**src/design/lcmd_pkg.sv**
```systemverilog
// shared constants, types and helpers for the minimum distance block
package lcmd_pkg;

  localparam int MAX_ROWS         = 64;
  localparam int MAX_MESSAGE_BITS = 16;
  localparam int ROW_W            = 16;
  localparam int ADDR_W           = $clog2(MAX_ROWS);
  localparam int CNT_W            = ADDR_W + 1;
  localparam int DIST_W           = 7;
  localparam int HBITS_W          = 5;

  typedef logic [ROW_W-1:0]  row_t;
  typedef logic [ADDR_W-1:0] addr_t;
  typedef logic [CNT_W-1:0]  cnt_t;
  typedef logic [DIST_W-1:0] dist_t;

  // command from the loader to the enumeration engine
  typedef struct packed {
    logic start;
    cnt_t rows;
    row_t mask;
  } eng_cmd_t;

  // engine status back to the top level
  typedef struct packed {
    logic  idle;
    logic  res_valid;
    dist_t best;
  } eng_stat_t;

  // all-ones mask of the message width, width saturated to the row width
  function automatic row_t msg_mask(input logic [HBITS_W-1:0] h);
    logic [HBITS_W-1:0] hs;
    logic [ROW_W:0]     full;
    hs   = (h > HBITS_W'(MAX_MESSAGE_BITS)) ? HBITS_W'(MAX_MESSAGE_BITS) : h;
    full = ((ROW_W+1)'(1) << hs) - (ROW_W+1)'(1);
    return full[ROW_W-1:0];
  endfunction

endpackage

```
**src/design/lcmd_row_ram.sv**
```systemverilog
// generator row memory, one write port and one registered read port
module lcmd_row_ram
  import lcmd_pkg::*;
(
  input  logic  clk,
  input  logic  we,
  input  addr_t waddr,
  input  row_t  wdata,
  input  logic  re,
  input  addr_t raddr,
  output row_t  rdata
);

  row_t mem [MAX_ROWS];

  always_ff @(posedge clk) begin
    if (we) begin
      mem[waddr] <= wdata;
    end
  end

  always_ff @(posedge clk) begin
    if (re) begin
      rdata <= mem[raddr];
    end
  end

endmodule

```
**src/design/lcmd_engine.sv**
```systemverilog
// message enumeration engine: sweeps the row memory once per message
module lcmd_engine
  import lcmd_pkg::*;
(
  input  logic      clk,
  input  logic      rst,
  input  eng_cmd_t  cmd,
  input  logic      res_ack,
  output logic      rd_en,
  output addr_t     rd_addr,
  input  row_t      rd_data,
  output eng_stat_t stat
);

  typedef enum logic [3:0] {
    E_IDLE = 4'b0001,
    E_RUN  = 4'b0010,
    E_WAIT = 4'b0100,
    E_HOLD = 4'b1000
  } eng_state_t;

  eng_state_t state;

  cnt_t  rows_r;
  row_t  mask_r;
  addr_t k;
  row_t  msg;
  dist_t acc;
  dist_t best;

  logic  s1_valid;
  logic  s1_first;
  logic  s1_last;
  logic  s1_final;
  row_t  s1_msg;

  logic  issue_last;
  logic  par;
  dist_t sum;

  assign issue_last = ({1'b0, k} == (rows_r - cnt_t'(1)));
  assign rd_en      = (state == E_RUN);
  assign rd_addr    = k;

  // parity of one codeword bit, added to the running weight
  assign par = ^(rd_data & s1_msg);
  assign sum = (s1_first ? dist_t'(0) : acc) + dist_t'(par);

  assign stat.idle      = (state == E_IDLE);
  assign stat.res_valid = (state == E_HOLD);
  assign stat.best      = best;

  always_ff @(posedge clk) begin
    if (rst) begin
      state    <= E_IDLE;
      s1_valid <= 1'b0;
    end else begin
      s1_valid <= (state == E_RUN);
      unique case (state)
        E_IDLE: begin
          if (cmd.start) begin
            state <= (cmd.mask == '0) ? E_HOLD : E_RUN;
          end
        end
        E_RUN: begin
          if (issue_last && msg == mask_r) begin
            state <= E_WAIT;
          end
        end
        E_WAIT: begin
          if (s1_valid && s1_final) begin
            state <= E_HOLD;
          end
        end
        E_HOLD: begin
          if (res_ack) begin
            state <= E_IDLE;
          end
        end
        default: state <= E_IDLE;
      endcase
    end
  end

  always_ff @(posedge clk) begin
    s1_first <= (k == '0);
    s1_last  <= issue_last;
    s1_final <= issue_last && (msg == mask_r);
    s1_msg   <= msg;
    if (state == E_IDLE && cmd.start) begin
      rows_r <= cmd.rows;
      mask_r <= cmd.mask;
      best   <= dist_t'(cmd.rows);
      k      <= '0;
      msg    <= row_t'(1);
    end else begin
      if (state == E_RUN) begin
        if (issue_last) begin
          k   <= '0;
          msg <= msg + row_t'(1);
        end else begin
          k <= k + addr_t'(1);
        end
      end
      if (s1_valid) begin
        acc <= sum;
        // end of one message sweep: keep the smallest nonzero weight
        if (s1_last && sum != '0 && sum < best) begin
          best <= sum;
        end
      end
    end
  end

  a_s1_in_sweep: assert property (@(posedge clk) disable iff (rst)
    s1_valid |-> (state == E_RUN || state == E_WAIT))
    else $error("row data in flight outside a sweep");

  a_start_idle: assert property (@(posedge clk) disable iff (rst)
    (state != E_IDLE) |-> !cmd.start)
    else $error("start while engine busy");

  a_best_bound: assert property (@(posedge clk) disable iff (rst)
    (state == E_HOLD) |-> (cnt_t'(best) <= rows_r))
    else $error("distance above row count");

  a_addr_range: assert property (@(posedge clk) disable iff (rst)
    (state == E_RUN) |-> ({1'b0, k} < rows_r))
    else $error("row address past loaded rows");

endmodule

```
**src/design/linear_code_min_distance.sv**
```systemverilog
// Brute-force minimum distance of a binary linear code. Generator rows arrive one per transfer
// on the s_ side and are taken one per cycle while the engine is idle into a 64-entry row
// memory; rows past 64 are dropped and flagged. The transfer with tlast set starts the
// enumeration: for every nonzero message of message_bits bits (saturated to 16) the engine
// reads every stored row once, one row per cycle from the single read port of the row memory.
// When message_bits is 0 no message is enumerated. No row is accepted until the result,
// the distance and the overflow flag, has moved into an output register on the m_ side,
// where it then waits. message_bits is written through the APB port at addresses 0 to 3.
module linear_code_min_distance
  import lcmd_pkg::*;
(
  input  logic        clk,
  input  logic        rst,
  // configuration
  input  logic        psel,
  input  logic        penable,
  input  logic        pwrite,
  input  logic [2:0]  paddr,
  input  logic [31:0] pwdata,
  output logic [31:0] prdata,
  output logic        pready,
  // row input
  input  logic        s_tvalid,
  output logic        s_tready,
  input  logic [15:0] s_tdata,   // row_mask[15:0]
  input  logic        s_tlast,   // last_row
  // result output
  output logic        m_tvalid,
  input  logic        m_tready,
  output logic [7:0]  m_tdata,   // distance[6:0], zero pad [7]
  output logic        m_tuser    // overflow
);

  logic [HBITS_W-1:0] message_bits;
  cnt_t               rows_loaded;
  logic               overflow_seen;
  logic               ovf_res;

  eng_cmd_t  cmd;
  eng_stat_t stat;
  logic      res_ack;
  logic      xfer;
  logic      room;
  logic      we;
  logic      rd_en;
  addr_t     rd_addr;
  row_t      rd_data;
  logic      cfg_wr;

  assign pready = 1'b1;
  assign cfg_wr = psel && penable && pwrite && pready && (paddr[2] == 1'b0);
  assign prdata = (paddr[2] == 1'b0) ? {{(32-HBITS_W){1'b0}}, message_bits} : 32'd0;

  always_ff @(posedge clk) begin
    if (rst) begin
      message_bits <= HBITS_W'(1);
    end else if (cfg_wr) begin
      message_bits <= pwdata[HBITS_W-1:0];
    end
  end

  assign s_tready = stat.idle;
  assign xfer     = s_tvalid && s_tready;
  assign room     = (rows_loaded < cnt_t'(MAX_ROWS));
  assign we       = xfer && room;

  assign cmd.start = xfer && s_tlast;
  assign cmd.rows  = room ? rows_loaded + cnt_t'(1) : rows_loaded;
  assign cmd.mask  = msg_mask(message_bits);

  always_ff @(posedge clk) begin
    if (rst) begin
      rows_loaded   <= '0;
      overflow_seen <= 1'b0;
    end else if (xfer) begin
      if (s_tlast) begin
        rows_loaded   <= '0;
        overflow_seen <= 1'b0;
      end else begin
        if (room) begin
          rows_loaded <= rows_loaded + cnt_t'(1);
        end
        overflow_seen <= overflow_seen | !room;
      end
    end
  end

  // overflow flag of the matrix under evaluation
  always_ff @(posedge clk) begin
    if (cmd.start) begin
      ovf_res <= overflow_seen | !room;
    end
  end

  lcmd_row_ram u_ram (
    .clk   (clk),
    .we    (we),
    .waddr (rows_loaded[ADDR_W-1:0]),
    .wdata (s_tdata),
    .re    (rd_en),
    .raddr (rd_addr),
    .rdata (rd_data)
  );

  lcmd_engine u_engine (
    .clk     (clk),
    .rst     (rst),
    .cmd     (cmd),
    .res_ack (res_ack),
    .rd_en   (rd_en),
    .rd_addr (rd_addr),
    .rd_data (rd_data),
    .stat    (stat)
  );

  assign res_ack = stat.res_valid && (!m_tvalid || m_tready);

  always_ff @(posedge clk) begin
    if (rst) begin
      m_tvalid <= 1'b0;
    end else if (res_ack) begin
      m_tvalid <= 1'b1;
    end else if (m_tready) begin
      m_tvalid <= 1'b0;
    end
  end

  always_ff @(posedge clk) begin
    if (res_ack) begin
      m_tdata <= {1'b0, stat.best};
      m_tuser <= ovf_res;
    end
  end

endmodule
```
**config.mk**
```make
export PLATFORM = sky130hd
export DESIGN_NAME = linear_code_min_distance
export DESIGN_NICKNAME = d
export VERILOG_FILES = /design/src/design/lcmd_pkg.sv /design/src/design/lcmd_row_ram.sv /design/src/design/lcmd_engine.sv /design/src/design/linear_code_min_distance.sv
export SDC_FILE = /design/constraint.sdc
export NUM_CORES = 1
export LEC_CHECK = 0
export BUFFER_PORTS_ARGS = -buffer_cell sky130_fd_sc_hd__buf_4
export CORE_ASPECT_RATIO = 1.2
export CORE_UTILIZATION = 25
export CTS_CLUSTER_SIZE = 28
export DETAILED_ROUTE_END_ITERATION = 12
export PLACE_DENSITY = 0.36
export REMOVE_ABC_BUFFERS = 1
export SLEW_MARGIN = 30
export SYNTH_ARGS = -nofsm -noshare
export SYNTH_HDL_FRONTEND = slang
export SYNTH_HIERARCHICAL = 1
export SYNTH_SLANG_ARGS = --single-unit
```
**constraint.sdc**
```tcl
create_clock -name clk -period 4.1 [get_ports clk]
set_input_delay 0.41 -clock clk [delete_from_list [all_inputs] [get_ports clk]]
set_output_delay 0.41 -clock clk [all_outputs]
set_load 0.005 [all_outputs]
```
==> run metrics, run 1 <==
status=completed; setup TNS=0 ns; global-route wire length before repair=181 mm; die area=184000 um2; synth-to-layout area growth=17.4%; CP required=4.58 ns; Std-Cell Core Area=181000 um2; #FFs+latches synth=1146; antenna viol nets, final=0; vias per cell=4.47; Cells after DPL=4841; top_reg_cell synth=edfxtp_1; Power, Total=27.8 mW; WS Path Type=reg -> reg; final worst slack=0.363 ns; Tcrit/Tclk final=91.1%; startpoint types=flop; Vias=22800; CP endpoint kind=flop; chip height=469 um; gr ovfl total=0; FMAX=0.268 GHz; r2r endpoint=u_engine/best[3]$_DFFE_PP_; min-delay worst type=in -> reg; largest net degree at the start of global routing=65; share of layout cells above drive strength 1=23.7%; PwrDens=521 nW/um2; DRC errors left=0; Initial Util=25.2%; CTS buffer count=133; Max FO, Critical Path=7; WL met1=54.6 mm; Pins Over Slew Limit=0; DR WL met3=4.06 mm; CP endpoint=u_engine/best[3]$_DFFE_PP_; average size of a mapped cell=19.2 um2; Max clock buf depth=3; Synth Instances=2368; total global-route track usage=13.8%; critical path arrival=4.22 ns; H-tree lvl count=4; setup bufs post-CTS=0; Finished Layout Cells=5099; worst setup path startpoint=u_ram/rdata[3]$_DFFE_PP_; netlist area before placement=45500 um2; die width=391 um; R2R setup slack=0.36 ns; Tmin final=3.74 ns; max_slew headroom=37.5%; vias in the first global route=24000; CTS clock-pin slew for the worst setup and hold paths=0.06 ns; max-capacitance violation count=0; post-synth cell types=71; clock skew=0.0235 ns; worst reg2reg startpoint=u_ram/rdata[3]$_DFFE_PP_; initial antenna violation count=2; Starting DRT DRC Count=1532; peak supply drop=0.418 mV; Hold WS=0.203 ns; IO Port Bufs=44; DR WL/cell=24.8 um; clock sink total=1146; CTS root buffer=clkbuf_16; Leak Pwr=16.4 nW; unrepaired setup endpoints after global routing=false; # setup viols final=0; worst skew pair latency=0.78 ns; yosys warns=6; final hold violation count=0; drt pass-1 iters=5; FP Rows=171; pre-CTS setup slack=0.236 ns; Final nets=2643; top routing layer used=met4; number of synthesized flops with an enable pin=1086; final HPWL from detailed placement=77.2 mm; Post-synth ARST share=0%; Seq/Total Area, Yosys=74.3%; met2 wire length=64.3 mm; final WL=127 mm; TritonCTS clock tree=done; Layout fillers=17700; reg2reg path depth=17; Slew @ Worst Pin=0.934 ns; io pins=103; RD Place Congestion=0.760
[synth_stat cells, types with 5 or more instances]
master | n | area, um2
a311oi_1 | 8 | 70.1
clkbuf_1 | 40 | 150
nand2b_1 | 9 | 56.3
buf_4 | 44 | 330
a221oi_1 | 16 | 140
nand3b_1 | 5 | 37.5
a22oi_1 | 43 | 323
nand2_1 | 107 | 402
mux2_2 | 29 | 327
a22o_1 | 7 | 61.3
mux4_2 | 220 | 4950
dfxtp_1 | 60 | 1200
nand3_1 | 46 | 230
a31oi_1 | 10 | 62.6
or4_1 | 15 | 113
mux2i_1 | 90 | 901
and3_1 | 7 | 43.8
xnor2_1 | 26 | 228
nor3_1 | 13 | 65.1
ha_1 | 14 | 175
buf_6 | 19 | 214
inv_1 | 21 | 78.8
nor4_1 | 11 | 68.8
buf_12 | 5 | 100
a41oi_1 | 5 | 43.8
xor2_1 | 29 | 254
nand4_1 | 20 | 125
o31ai_1 | 12 | 90.1
a211oi_1 | 10 | 75.1
o21ai_0 | 18 | 90.1
and4_1 | 6 | 52.6
and2_1 | 6 | 37.5
nor2b_1 | 37 | 231
edfxtp_1 | 1086 | 32600
a211o_1 | 10 | 87.6
a21oi_1 | 44 | 220
a221o_1 | 6 | 60.1
buf_2 | 37 | 185
o21ai_1 | 8 | 40.0
nor2_1 | 109 | 409
[cells by family after synthesis]
group,count (synthesis),synth area share (%)
multiplexers,343,13.8
flip-flops,1146,74.3
AND/OR/NAND/NOR,416,4.60
adder cells (fa/ha/maj),14,0.385
buffers and inverters,179,2.52
XOR/XNOR,55,1.06
AO/OA/AOI/OAI,213,3.29
other,2,0.0165
[critical path: stages, from the launching register on]
cell	delay (ns)
edfxtp_1	0.36
nand2_1	0.08
xor2_1	0.18
xnor2_1	0.11
xnor2_1	0.28
xnor2_2	0.19
ha_1	0.24
ha_1	0.21
nand3_1	0.10
xor2_1	0.14
nor2_1	0.21
ha_1	0.29
a21o_1	0.16
a21oi_1	0.13
o21ai_0	0.11
a211o_1	0.29
o21ai_0	0.16
buf_4	0.18
[flip-flops by register name, indices dropped and copies added (netlist names), 6 cells and up]
| register | cells |
|---|---|
| u_engine/best | 7 |
| u_engine/rows_r | 7 |
| u_engine/mask_r | 16 |
| u_ram/mem | 1024 |
| u_engine/rd_addr | 6 |
| u_engine/acc | 7 |
| u_engine/msg | 16 |
| u_engine/s1_msg | 16 |
| u_ram/rdata | 16 |
| rows_loaded | 7 |
| m_tdata | 7 |
[repair_timing]
| action | 4_1_cts | 5_1_grt |
|---|---|---|
| hold buffers | 16 | 0 |
| endpoints found under the hold margin | 19 | 0 |
| setup endpoints to repair | 0 | 7 |
| gates resized for setup | 0 | 1 |
[routing by layer]
metal	vias to the layer above	GRT usage, %
met4	0	4.86
met5	-	0
li1	9986	-
met1	12200	17.7
met3	173	2.08
met2	425	23.7
[per-stage QoR]
stage | instance area, um2 | utilization (%)
final | 53400 | 29.5
after global routing | 53400 | 29.5
after CTS | 53400 | 29.5
after detailed placement | 49100 | 27.1
after global placement | 49100 | 27.1
after floorplan | 44500 | -
[worst min path at each step]
stage                                             start                           to  slack (ns)  cells after the start
final                                        s_tdata[3]   u_ram/mem[63][3]$_DFFE_PP_        0.20                      1
after global routing                        s_tdata[15]  u_ram/mem[40][15]$_DFFE_PP_        0.21                      1
after CTS                                   s_tdata[11]  u_ram/mem[40][11]$_DFFE_PP_        0.19                      1
after detailed placement              ovf_res$_DFFE_PP_            m_tuser$_DFFE_PP_        0.41                      0
after global placement                ovf_res$_DFFE_PP_            m_tuser$_DFFE_PP_        0.40                      0
after floorplan           u_engine/msg[15]$_SDFFE_PP0P_  u_engine/s1_msg[15]$_DFF_P_        0.37                      0
[area by class of cell]
class	count	area, um2	share of cell area [%]
timing repair buffer	196	1620	3.04
clock buffer	170	3510	6.57
sequential	1146	33800	63.3
antenna	9	22.5	0.0422
clock inverter	63	626	1.17
inverter	23	86.3	0.162
multi-input combinational	1070	10700	20.0
tap	2422	3030	5.67
[power by group]
| group | leakage (nW) | switching, mW | internal, mW |
|---|---|---|---|
| sequential | 10.3 | 0.161 | 13.0 |
| combinational | 4.15 | 1.93 | 1.28 |
| clock | 2.01 | 4.85 | 6.54 |
| total | 16.4 | 6.94 | 20.9 |
[cell usage in the layout, fill, tap and decap left out, types with 12 or more instances in the layout]
cell type and n:
a221oi_1 16, clkinv_1 26, a22oi_1 43, ha_1 14, mux4_2 220, o21ai_0 18, nor2_1 104, nand4_1 20
o31ai_1 12, edfxtp_1 1086, xnor2_1 25, clkbuf_16 134, inv_1 21, dfxtp_1 55, buf_4 171, nor2b_1 36
mux2i_1 90, nand2_1 107, a21oi_1 44, dlygate4sd3_1 16, xor2_1 29, clkinv_2 12, or4_1 15, mux2_2 29
nand3_1 46, clkbuf_1 34, conb_1 29
(Power assumes the default switching activity.)
==> inputs of run 2 (changes only) <==
--- a/config.mk
+++ b/config.mk
@@ -6,7 +6,7 @@
 export NUM_CORES = 1
 export LEC_CHECK = 0
 export BUFFER_PORTS_ARGS = -buffer_cell sky130_fd_sc_hd__buf_4
-export CORE_ASPECT_RATIO = 1.2
+export CORE_ASPECT_RATIO = 0.75
 export CORE_UTILIZATION = 25
 export CTS_CLUSTER_SIZE = 28
 export DETAILED_ROUTE_END_ITERATION = 12
==> run metrics, run 2 (same netlist as run 1, synthesis figures left out) <==
TritonCTS clock tree=done; DRC errors left=0 (unchanged); Final nets=2648 (+0.19%); critical path arrival=4.30 ns (+0.08 ns); worst setup path startpoint=u_ram/rdata[11]$_DFFE_PP_; Slew @ Worst Pin=0.923 ns (-0.0109 ns); Worst path max stage delay=0.37 ns (about the same); R2R setup slack=0.27 ns (-0.09 ns); critical path's slowest cell=edfxtp_1; commonest non-fill, non-tap cell in the layout=edfxtp_1; peak supply drop=0.288 mV (-31%); Tmin final=3.83 ns (+0.0928 ns); WS Path Type=reg -> reg; CP required=4.57 ns (about the same); r2r endpoint=u_engine/best[4]$_DFFE_PP_; FP Rows=135 (-21%); Finished Layout Cells=5086 (-0.25%); CP endpoint=u_engine/best[4]$_DFFE_PP_; Tcrit/Tclk final=93.4% (+2.3 points); Pins Over Slew Limit=0 (unchanged); gr ovfl total=0 (unchanged); most frequent cells in the layout=1086 x edfxtp_1, 220 x mux4_2, 177 x buf_4, 137 x clkbuf_16, 107 x nand2_1; critical-path cell list=nand2_1, xor2_1, xnor2_1, xnor2_1, xnor2_1, buf_4, ha_1, ha_2, nand3_1, xor2_1, nor2_2, ha_1, a21o_1, a21oi_1, o21ai_0, a211o_1, o21ai_0, buf_4; Leak Pwr=16.6 nW (+1.1%); Initial Util=25.2% (about the same); unrepaired setup endpoints after global routing=false; worst reg2reg startpoint=u_ram/rdata[11]$_DFFE_PP_; setup bufs post-CTS=0 (unchanged); share of layout cells above drive strength 1=24.3% (+0.70 points); H-tree lvl count=4 (unchanged); clock skew=0.0300 ns (+0.00654 ns); die area=184000 um2 (about the same); vias per cell=4.56 (+2.0%); vias in the first global route=23600 (-1.5%); die width=495 um (+26%); max_slew headroom=38.4% (+0.96 points); final HPWL from detailed placement=78.6 mm (+1.9%); initial antenna violation count=6 (+4); DR WL/cell=25.1 um (+0.95%); startpoint types=flop; Cells after DPL=4823 (-0.37%); clock sink total=1146 (unchanged); min-delay worst type=in -> reg; PwrDens=529 nW/um2 (+1.7%); worst skew pair latency=0.76 ns (-0.02 ns); global-route wire length before repair=181 mm (about the same); CP endpoint kind=flop; Max FO, Critical Path=7 (unchanged); Std-Cell Core Area=181000 um2 (about the same); chip height=371 um (-21%); reg2reg path depth=18 (+1); Max clock buf depth=3 (unchanged); max-capacitance violation count=0 (unchanged); final WL=127 mm (+0.69%); io pins=103 (unchanged); max reg flops=1024 (unchanged); largest net degree at the start of global routing=65 (unchanged); CTS clock-pin slew for the worst setup and hold paths=0.06 ns (about the same); Hold WS=0.248 ns (+0.0447 ns); total global-route track usage=13.9% (+0.11 points); final hold violation count=0 (unchanged); Most common cell on crit path=xnor2_1; RD Place Congestion=0.776 (+2.1%); synth-to-layout area growth=18.0%; status=completed; CTS root buffer=clkbuf_16; FMAX=0.261 GHz (-2.4%); IO Port Bufs=44 (unchanged); antenna viol nets, final=0 (unchanged); drt pass-1 iters=7 (+2); # setup viols final=0 (unchanged); Starting DRT DRC Count=1618 (+5.6%); Vias=23200 (+1.7%); CTS buffer count=131 (-1.5%); Top reg by flops=u_ram/mem
run 2: cell types whose count changed in the layout (fill, tap and decap cells not counted), sizes merged:
cell and delta:
buf +7, bufinv +10, clkbuf +4, clkinv -1
clkinvlp -1, diode -2, inv -5
run 2: worst min path at each step:
| stage | cells after the start | endpoint | slack [ns] | from |
|---|---|---|---|---|
| after floorplan | 0 | u_engine/s1_msg[15]$_DFF_P_ | 0.37 | u_engine/msg[15]$_SDFFE_PP0P_ |
| after detailed placement | 0 | m_tuser$_DFFE_PP_ | 0.42 | ovf_res$_DFFE_PP_ |
| after CTS | 1 | u_ram/mem[52][10]$_DFFE_PP_ | 0.23 | s_tdata[10] |
| after global routing | 1 | u_ram/mem[36][10]$_DFFE_PP_ | 0.27 | s_tdata[10] |
| after global placement | 0 | m_tuser$_DFFE_PP_ | 0.41 | ovf_res$_DFFE_PP_ |
| final | 1 | u_ram/mem[36][10]$_DFFE_PP_ | 0.25 | s_tdata[10] |
run 2: repair_timing:
item,4_1_cts,5_1_grt
hold buffers,16,0
resized for setup,0,2
setup endpoints to repair,0,7
hold endpoints to repair,18,0
run 2: layer usage:
metal / wire length, um / GRT usage [%]
met1: 63100 / 20.8
met4: 2940 / 4.52
met3: 6250 / 2.71
met5: 0 / 0
met2: 55100 / 20.1
run 2: final cells by class:
cell class | count | area [um2]
fill | 17700 | 127000
sequential | 1146 | 33800
multi-input combinational | 1070 | 10700
clock buffer | 174 | 3590
tap | 2397 | 3000
timing repair buffer | 203 | 1690
clock inverter | 66 | 815
inverter | 23 | 86.3
antenna | 7 | 17.5
run 2: report_power, final:
| group | switching (mW) | total (mW) | internal [mW] |
|---|---|---|---|
| Sequential | 0.171 | 13.2 | 13.0 |
| Combinational | 1.89 | 3.18 | 1.29 |
| Clock | 4.79 | 12.0 | 7.25 |
run 2: worst max-delay path: cells and delay by family (launching register included):
family	cells	cell delay, ns
compound gates	5	0.86
xor+xnor	5	0.85
fa+ha+maj	3	0.73
buf+inv	2	0.36
flops	1	0.37
simple gates	3	0.35
run 2: per-stage QoR:
step	TNS (ns)	power (mW)	area, um2	worst slack (ns)	utilization, %
after floorplan	-332.54	16.0	44500	-8.38	-
after global placement	0	16.7	49100	0.226	27.2
after detailed placement	0	16.7	49100	0.203	27.2
after CTS	0	28.9	53700	0.154	29.7
after global routing	0	29.5	53700	0.0143	29.7
final	0	28.4	53700	0.271	29.7
